### config.mk
export PLATFORM = sky130hd
export DESIGN_NAME = sdsf_cfg
export DESIGN_NICKNAME = d
export VERILOG_FILES = /design/src/hdl/sdsf_pkg.sv /design/src/hdl/sdsf_cfg.sv
export SDC_FILE = /design/constraint.sdc
export NUM_CORES = 1
export LEC_CHECK = 0
export ABC_AREA = 0
export BUFFER_PORTS_ARGS = -buffer_cell sky130_fd_sc_hd__buf_2
export CAP_MARGIN = 20
export CELL_PAD_IN_SITES_DETAIL_PLACEMENT = 1
export CELL_PAD_IN_SITES_GLOBAL_PLACEMENT = 2
export CORE_AREA = 2 2 181 183
export CTS_CLUSTER_SIZE = 16
export DETAILED_ROUTE_END_ITERATION = 8
export DIE_AREA = 0 0 183 185
export PLACE_DENSITY_LB_ADDON = 0.2
export SLEW_MARGIN = 20
export SYNTH_ARGS = -nofsm -noshare
export SYNTH_HDL_FRONTEND = slang
export SYNTH_SLANG_ARGS = --single-unit
### constraint.sdc
create_clock -name clk -period 13 [get_ports clk]
set_input_delay 1.95 -clock clk [delete_from_list [all_inputs] [get_ports clk]]
set_output_delay 1.95 -clock clk [all_outputs]
set_load 0.05 [all_outputs]
### src/hdl/sdsf_pkg.sv
// Package for the soft drop shadow filter: sizes, register indexes, request codes.
// No dependencies.
package sdsf_pkg;
  localparam int MaxWidth = 512;
  localparam int MaxHeight = 512;
  localparam int MaxSoftness = 20;
  localparam int MaxShift = 30;
  localparam int XW = $clog2(MaxWidth);
  localparam int YW = $clog2(MaxHeight);
  localparam int AW = XW + YW;
  localparam int DimW = $clog2(MaxWidth > MaxHeight ? MaxWidth : MaxHeight) + 1;
  localparam int SW = 5;
  localparam int RowW = $clog2(2 * MaxSoftness + 1);
  localparam int NW = $clog2((2 * MaxSoftness + 1) * (2 * MaxSoftness + 1) + 1);

  localparam logic [2:0] RegStrength = 3'd0;
  localparam logic [2:0] RegSoftness = 3'd1;
  localparam logic [2:0] RegShiftX = 3'd2;
  localparam logic [2:0] RegShiftY = 3'd3;
  localparam logic [2:0] RegWidth = 3'd4;
  localparam logic [2:0] RegHeight = 3'd5;

  localparam logic FuncLoad = 1'b0;
  localparam logic FuncEmit = 1'b1;

  typedef struct packed {
    logic [7:0] strength;
    logic [SW-1:0] radius;
    logic signed [7:0] sx;
    logic signed [7:0] sy;
    logic [DimW-1:0] w;
    logic [DimW-1:0] h;
  } cfg_t;

  // half width of disk row dy for radius s
  function automatic logic [SW-1:0] row_span(input logic [SW-1:0] s, input logic [SW:0] dyabs);
    logic [SW-1:0] hh;
    int lim;
    lim = int'(s) * int'(s) + int'(s);
    hh = '0;
    for (int k = 1; k <= MaxSoftness; k++) begin
      if (k * k + int'(dyabs) * int'(dyabs) <= lim) hh = SW'(k);
    end
    return hh;
  endfunction
endpackage

### src/hdl/sdsf_cfg.sv
// Configuration registers with saturation and disk scale computation.
// Depends on sdsf_pkg.
module sdsf_cfg (
  input  logic clk,
  input  logic rst_n,
  input  logic cfg_valid,
  output logic cfg_ready,
  input  logic [2:0] cfg_index,
  input  logic [9:0] cfg_data,
  output sdsf_pkg::cfg_t cfg,
  output logic [15:0] scale,
  output logic busy
);
  import sdsf_pkg::*;
  logic [7:0] str_r;
  logic [4:0] soft_r;
  logic [5:0] sx_r, sy_r;
  logic [9:0] w_r, h_r;
  logic [RowW-1:0] row_r;
  logic [11:0] area_r;
  logic [15:0] rem_r, q_r;
  logic [1:0] ph_r;
  logic [SW-1:0] s_eff;
  logic [SW:0] dyabs;

  assign cfg_ready = 1'b1;
  assign s_eff = (soft_r > SW'(MaxSoftness)) ? SW'(MaxSoftness) : soft_r;
  assign dyabs = (RowW'(row_r) >= RowW'(s_eff)) ? (SW+1)'(row_r) - (SW+1)'(s_eff)
                                               : (SW+1)'(s_eff) - (SW+1)'(row_r);

  function automatic logic signed [7:0] sat_shift(input logic [5:0] v);
    logic signed [7:0] t;
    t = 8'(signed'(v));
    if (t > 8'sd30) t = 8'(MaxShift);
    if (t < -8'sd30) t = -8'(MaxShift);
    return t;
  endfunction

  function automatic logic [DimW-1:0] sat_dim(input logic [9:0] v, input int m);
    if (v == 10'd0) return DimW'(1);
    if (int'(v) > m) return DimW'(m);
    return DimW'(v);
  endfunction

  always_comb begin
    cfg.strength = str_r;
    cfg.radius = s_eff;
    cfg.sx = sat_shift(sx_r);
    cfg.sy = sat_shift(sy_r);
    cfg.w = sat_dim(w_r, MaxWidth);
    cfg.h = sat_dim(h_r, MaxHeight);
  end
  assign scale = q_r;
  assign busy = ph_r != 2'd0;

  always_ff @(posedge clk) begin
    if (!rst_n) begin
      str_r <= 8'd128; soft_r <= 5'd2; sx_r <= 6'd5; sy_r <= 6'd5;
      w_r <= 10'd512; h_r <= 10'd512;
      ph_r <= 2'd1; row_r <= '0; area_r <= '0; rem_r <= '0; q_r <= '0;
    end else begin
      if (cfg_valid) begin
        unique case (cfg_index)
          RegStrength: str_r <= cfg_data[7:0];
          RegSoftness: begin
            soft_r <= cfg_data[4:0]; ph_r <= 2'd1; row_r <= '0; area_r <= '0;
          end
          RegShiftX: sx_r <= cfg_data[5:0];
          RegShiftY: sy_r <= cfg_data[5:0];
          RegWidth: w_r <= cfg_data;
          RegHeight: h_r <= cfg_data;
          default: ;
        endcase
      end else if (ph_r == 2'd1) begin
        area_r <= area_r + 12'({row_span(s_eff, dyabs), 1'b1});
        if (row_r == RowW'({s_eff, 1'b0})) begin
          ph_r <= 2'd2; rem_r <= 16'hffff; q_r <= '0;
        end else row_r <= row_r + 1'b1;
      end else if (ph_r == 2'd2) begin
        if (rem_r >= 16'(area_r)) begin
          rem_r <= rem_r - 16'(area_r); q_r <= q_r + 1'b1;
        end else ph_r <= 2'd0;
      end
    end
  end
endmodule

==> key figures, run 1 <==
Critical path
  • Crit-path max cell delay: 0.51 ns
  • Data arrival, critical path: 11.57 ns
  • Crit. End Element: flip-flop
  • Crit-path max FO: 15
  • Crit path from: soft_r[4]$_SDFFE_PN0P_
  • Startpoint Class: flip-flop
  • WS Path Type: flip-flop to flip-flop
  • R2R setup slack: 1.72 ns
  • Critical R2R Capture: area_r[9]$_SDFFE_PN0P_
  • Crit-path slowest cell: fa_1
  • Reg2reg start: soft_r[4]$_SDFFE_PN0P_
  • FF-to-FF path depth: 49
  • Worst path top cell family by delay: adder cells
  • CP bufs+invs: 7
  • Req. time, crit path: 13.29 ns

Drt
  • TritonRoute pass-1 iters: 5
  • Vias per cell: 5.50
  • Post-route DRC violation count: 0
  • DRT antenna net count: 0
  • Routed len/inst: 19.0 µm
  • Via count: 10900
  • Iteration-0 DRC Markers: 483
  • Final WL: 37600 µm

Timing
  • Crit share post-route: 0.868
  • RSZ-0062 raised after global routing: false
  • Finish-stage setup viols: 0
  • Max Freq: 0.0886 GHz
  • Final TNS setup: 0 ns
  • Final hold slack: 0.469 ns
  • Worst slew pin tran: 0.938 ns
  • Setup ws final: 1.72 ns
  • Rel. slew slack: 0.373
  • Fin. max-slew vios: 0
  • Final Hold Vio Count: 0
  • Layout Skew: 0.00510 ns
  • Fin crit period: 11.28 ns

Yosys
  • Synth warn: 0
  • Post-synth ARST share: 0
  • Number of synthesized flops with an enable pin: 0
  • Synth area leaders: ha_1, dfxtp_1, xnor2_1
  • Synth Flop Type: dfxtp_1
  • #FFs+latches synth: 97
  • Sequential area share after synthesis: 0.162
  • Post-synth cell types: 97
  • Mapped Area: 12000 µm²
  • Post-synthesis cell count: 1508
  • Syn avg cell area: 7.93 µm²
  • Share of the synthesized area in the top cell type: 0.205
  • Largest area contributor in the netlist: ha_1

Min path
  • Hold Crit Class: flip-flop to flip-flop
  • Hold depth: 2
  • Hold EP: str_r[0]$_SDFFE_PN0P_
  • Hold path start: str_r[0]$_SDFFE_PN0P_

Die
  • Die height: 185 µm
  • Die Width: 183 µm
  • Core area: 32000 µm²
  • Starting Density: 0.373
  • # rows: 66
  • Boundary Pins: 83
  • Die area: 33900 µm²

Clock tree
  • Num CTS Buffers: 9
  • CTS Root Cell: clkbuf_16
  • Cts repair resizes: 0
  • Clock Sinks: 97
  • Clock Path Buffers: 2
  • Clock transition at path regs: 0.07 ns
  • Clk_lat worst skew: 0.35 ns
  • Postcts setup bufs: 0
  • CTS tree: done
  • Hold buffer count at cts: 0
  • H-tree levels: 3

Power
  • Sequential Power Share: 0.103
  • Static Leakage: 5.95 nW
  • NetSw: 1.67 mW
  • Internal power: 1.56 mW
  • Power density cells: 247 nW/µm²
  • Peak VDD IR: 0.110 mV
  • Switching Fraction: 0.517
  • Combinational share of power: 0.809
  • Clk pwr share: 0.088

Finish
  • Final #Nets: 1801
  • Ant diodes: 0
  • Area Growth Syn to Fin: 9.65%
  • Final Util: 0.409
  • Layout cells sized above 1: 0.107
  • Commonest non-fill, non-tap cells in the layout: ha_1, nand2_1, nor2_1, dfxtp_1, inv_1
  • Most common cell after layout, fill and taps aside: ha_1
  • FILL cells: 3948

Global route
  • Total congestion overflow: 0
  • Total track usage: 0.227
  • Initial antenna violation count: 0
  • Vias in the first global route: 11200
  • Pin count of the biggest net entering global routing: 82
  • First-pass GRT wire length: 61200 µm

Placement
  • Pre-CTS WS: 1.72 ns
  • Routability cong.: 0.870
  • Port bufs: 81
  • DP HPWL: 29300 µm

Status
  • Outcome: complete, no violations

Flow run
  • Max-cap violations: 0
## cell type report
class                           instances  area, µm²  area share
Clock inverter                          6       82.6     0.00630
Timing Repair Buffer                   95        510      0.0389
Tap cell                              408        510      0.0389
Inverter                              100        380      0.0290
Sequential cell                        97       1940       0.148
Clock buffer                           10        229      0.0175
Multi-Input combinational cell       1267       9450       0.721
## state kept, by name, indices dropped and copies added (netlist names)
register	flops
sx_r	6
rem_r	16
scale	16
area_r	12
str_r	8
h_r	10
sy_r	6
w_r	10
row_r	6
soft_r	5
ph_r	2
## worst register-to-register path, delay by kind of cell (launching register included)
family          cells  cell delay, ns
buf+inv             7            1.15
flops               1            0.40
simple gates       13            1.81
compound gates     15            3.08
xor+xnor            3            0.82
fa+ha+maj           9            3.49
mux                 2            0.48
## metrics by stage
step	instances	total power, mW	area (µm²)
4_1_cts	1983	3.24	13100
6_report	1983	3.24	13100
5_1_grt	1983	3.58	13100
3_3_place_gp	1967	2.88	12800
3_5_place_dp	1967	2.94	12800
2_1_floorplan	1528	2.26	12000
## worst max path at each step
stage	slack [ns]	to	cells past startpoint
3_5_place_dp	1.72	area_r[9]$_SDFFE_PN0P_	49
4_1_cts	1.68	area_r[11]$_SDFFE_PN0P_	49
6_report	1.72	area_r[9]$_SDFFE_PN0P_	49
2_1_floorplan	2.30	area_r[11]$_SDFFE_PN0P_	55
3_3_place_gp	1.99	area_r[9]$_SDFFE_PN0P_	49
5_1_grt	0.86	area_r[11]$_SDFFE_PN0P_	49
## power by group through the flow
stage | Sequential [mW] | Combinational [mW] | Clock (mW)
floorplan | 0.338 | 1.92 | 0
global placement | 0.340 | 2.54 | 0
detailed placement | 0.341 | 2.60 | 0
CTS | 0.334 | 2.62 | 0.292
global route | 0.337 | 2.94 | 0.304
finish | 0.334 | 2.62 | 0.284
## per-layer routing
metal,track usage,part of all wire,vias to the layer above
met5,0,0,-
met4,0.0925,0.038,0
met3,0.0263,0.031,60
met2,0.383,0.45,160
met1,0.296,0.48,5284
li1,-,-,5398
## cells in the mapped netlist (21+ instances only)
master and number:
mux2i_1 31, nand2_1 172, nand3_1 44, a21o_1 36, dfxtp_1 97, clkbuf_1 41
xnor2_1 89, a21boi_0 37, and2_1 31, nor2b_1 57, a21oi_1 79, inv_1 95
nor2_1 98, xor2_1 32, nand4_1 30, ha_1 196, o21ai_0 55, and3_1 21
## kinds of logic (layout without fill, tap and decap cells)
family                   Yosys count  in the layout  share of synthesized area
buffers and inverters            164            211                     0.0561
XOR/XNOR                         122            122                     0.0910
AO/OA/AOI/OAI                    338            338                      0.197
multiplexers                      36             36                     0.0310
adder cells (fa/ha/maj)          215            215                      0.237
flip-flops                        97             97                      0.162
other                              1             21                   0.000314
AND/OR/NAND/NOR                  535            535                      0.225
Power figures use the tool's default switching activity.
==> inputs of run 2 (changes only) <==
- CORE_AREA: 2 2 181 183 -> 2 2 188 190
- CTS_BUF_LIST: unset -> sky130_fd_sc_hd__clkbuf_8
- DIE_AREA: 0 0 183 185 -> 0 0 190 192
- clock period: 13 -> 10.1 ns (I/O delays scaled with it)
==> key figures, run 2 (synthesis results as in run 1) <==
Drt
  • Iteration-0 DRC Markers: 457
  • Metal3 WL: 1240 µm
  • DRT antenna net count: 0
  • TritonRoute pass-1 iters: 4
  • Met2 WL post-DR: 18500 µm
  • Routed len/inst: 19.1 µm
  • Post-route DRC violation count: 0
  • M1 wire length: 19100 µm
  • Final WL: 39500 µm
  • Via count: 11100
  • Highest metal used: met4
  • Vias per cell: 5.37

Timing
  • Rel. slew slack: 0.381
  • Worst slew pin tran: 0.926 ns
  • Finish-stage setup viols: 0
  • Fin crit period: 9.53 ns
  • Fin. max-slew vios: 0
  • Layout Skew: 0.00656 ns
  • Crit share post-route: 0.944
  • Max Freq: 0.105 GHz
  • Final Hold Vio Count: 0

Placement
  • Port bufs: 81
  • Area after DPL: 13100 µm²
  • Routability cong.: 0.910
  • DP HPWL: 31100 µm

Die
  • # rows: 68
  • Boundary Pins: 83
  • Starting Density: 0.349
  • Die area: 36500 µm²
  • Core area: 34300 µm²
  • Die height: 192 µm
  • Die Width: 190 µm

Critical path
  • Crit-path max cell delay: 0.50 ns
  • Crit-path max FO: 7
  • Startpoint Class: flip-flop
  • Crit. End Element: flip-flop
  • Req. time, crit path: 10.41 ns
  • Worst path top cell family by delay: adder cells
  • Data arrival, critical path: 9.85 ns
  • Crit-path slowest cell: fa_1
  • CP bufs+invs: 6
  • WS Path Type: flip-flop to flip-flop
  • R2R setup slack: 0.57 ns
  • Most common cell on crit path: a21oi_1

Power
  • Static Leakage: 6.16 nW
  • NetSw: 2.26 mW
  • Pwr Total: 4.36 mW
  • Clk pwr share: 0.057
  • Peak VDD IR: 0.124 mV
  • Sequential Power Share: 0.098
  • Power density cells: 319 nW/µm²
  • Combinational share of power: 0.845
  • Internal power: 2.10 mW
  • Switching Fraction: 0.518

Clock tree
  • Clock Sinks: 97
  • CTS tree: done
  • CTS Root Cell: clkbuf_8
  • Clk_lat worst skew: 0.37 ns
  • Clock transition at path regs: 0.09 ns
  • Hold buffer count at cts: 0
  • H-tree levels: 3
  • Clock Path Buffers: 2
  • Num CTS Buffers: 9

Global route
  • Vias in the first global route: 11600
  • Pin count of the biggest net entering global routing: 82
  • Total track usage: 0.219
  • Initial antenna violation count: 0
  • First-pass GRT wire length: 63800 µm
  • Total congestion overflow: 0

Finish
  • Final instance area: 13700 µm²
  • FILL cells: 4224
  • Seq. cell area: 1940 µm²
  • Commonest non-fill, non-tap cells in the layout: ha_1, nand2_1, inv_1
  • Most common cell after layout, fill and taps aside: ha_1
  • Area of the multi-input gates: 9700 µm²
  • Layout cells sized above 1: 0.158
  • Ant diodes: 0
  • Final #Nets: 1846
  • Area Growth Syn to Fin: 14.3%

Flow run
  • Max-cap violations: 0

Status
  • Outcome: complete, no violations

Min path
  • Hold Crit Class: flip-flop to flip-flop
-- run 2: worst paths after layout --
check | start | to | cells past startpoint
worst max-delay path | soft_r[2]$_SDFFE_PN0P_ | area_r[9]$_SDFFE_PN0P_ | 47
worst min-delay path | str_r[3]$_SDFFE_PN0P_ | str_r[3]$_SDFFE_PN0P_ | 2
worst min register to register | str_r[3]$_SDFFE_PN0P_ | str_r[3]$_SDFFE_PN0P_ | 2
worst max register to register | soft_r[2]$_SDFFE_PN0P_ | area_r[9]$_SDFFE_PN0P_ | 47
-- run 2: cell type report --
cell class                      instances  area share
Multi-Input combinational cell       1267       0.710
Sequential cell                        97       0.142
Timing Repair Buffer                  140      0.0641
Tap cell                              455      0.0417
Inverter                              100      0.0289
Clock buffer                            9     0.00907
Clock inverter                          6     0.00394
-- run 2: routing by layer --
| layer | up-vias | track usage |
|---|---|---|
| met5 | - | 0 |
| met4 | 0 | 0.0525 |
| met3 | 37 | 0.0241 |
| met2 | 169 | 0.377 |
| met1 | 5435 | 0.293 |
| li1 | 5489 | - |
-- run 2: repair_timing --
action                                  CTS  global route
buffers inserted                          8            12
gates resized for setup                  13            57
endpoints found under the setup margin    7             9
pin swaps                                 2             7
cloned                                    0             0
-- run 2: worst reg2reg max path: cells and delay by family (launching register included) --
family	cells	cell delay, ns
AO/OA/AOI/OAI	16	2.40
XOR/XNOR	3	0.68
adder cells (fa/ha/maj)	9	3.23
buffers and inverters	6	0.71
flip-flops	1	0.36
multiplexers	2	0.45
AND/OR/NAND/NOR	11	1.62
-- run 2: power groups by stage --
stage          registers [mW]  clock network [mW]  logic, mW
6_report                0.429               0.247       3.69
5_1_grt                 0.434               0.273       4.12
4_1_cts                 0.430               0.262       3.54
3_5_place_dp            0.438                   0       3.44
3_3_place_gp            0.438                   0       3.37
2_1_floorplan           0.435                   0       2.48
-- run 2: through the flow --
stage	TNS [ns]	utilization	hold WS [ns]	std cells	worst slack (ns)
5_1_grt	-0.0739	0.398	0.497	2074	-0.0391
6_report	0	0.398	0.466	2074	0.567
3_3_place_gp	-0.198	0.381	0.449	2039	-0.0802
4_1_cts	0	0.389	0.469	2062	0.0100
2_1_floorplan	0	-	0.436	1528	0.00599
3_5_place_dp	-0.895	0.381	0.455	2039	-0.217
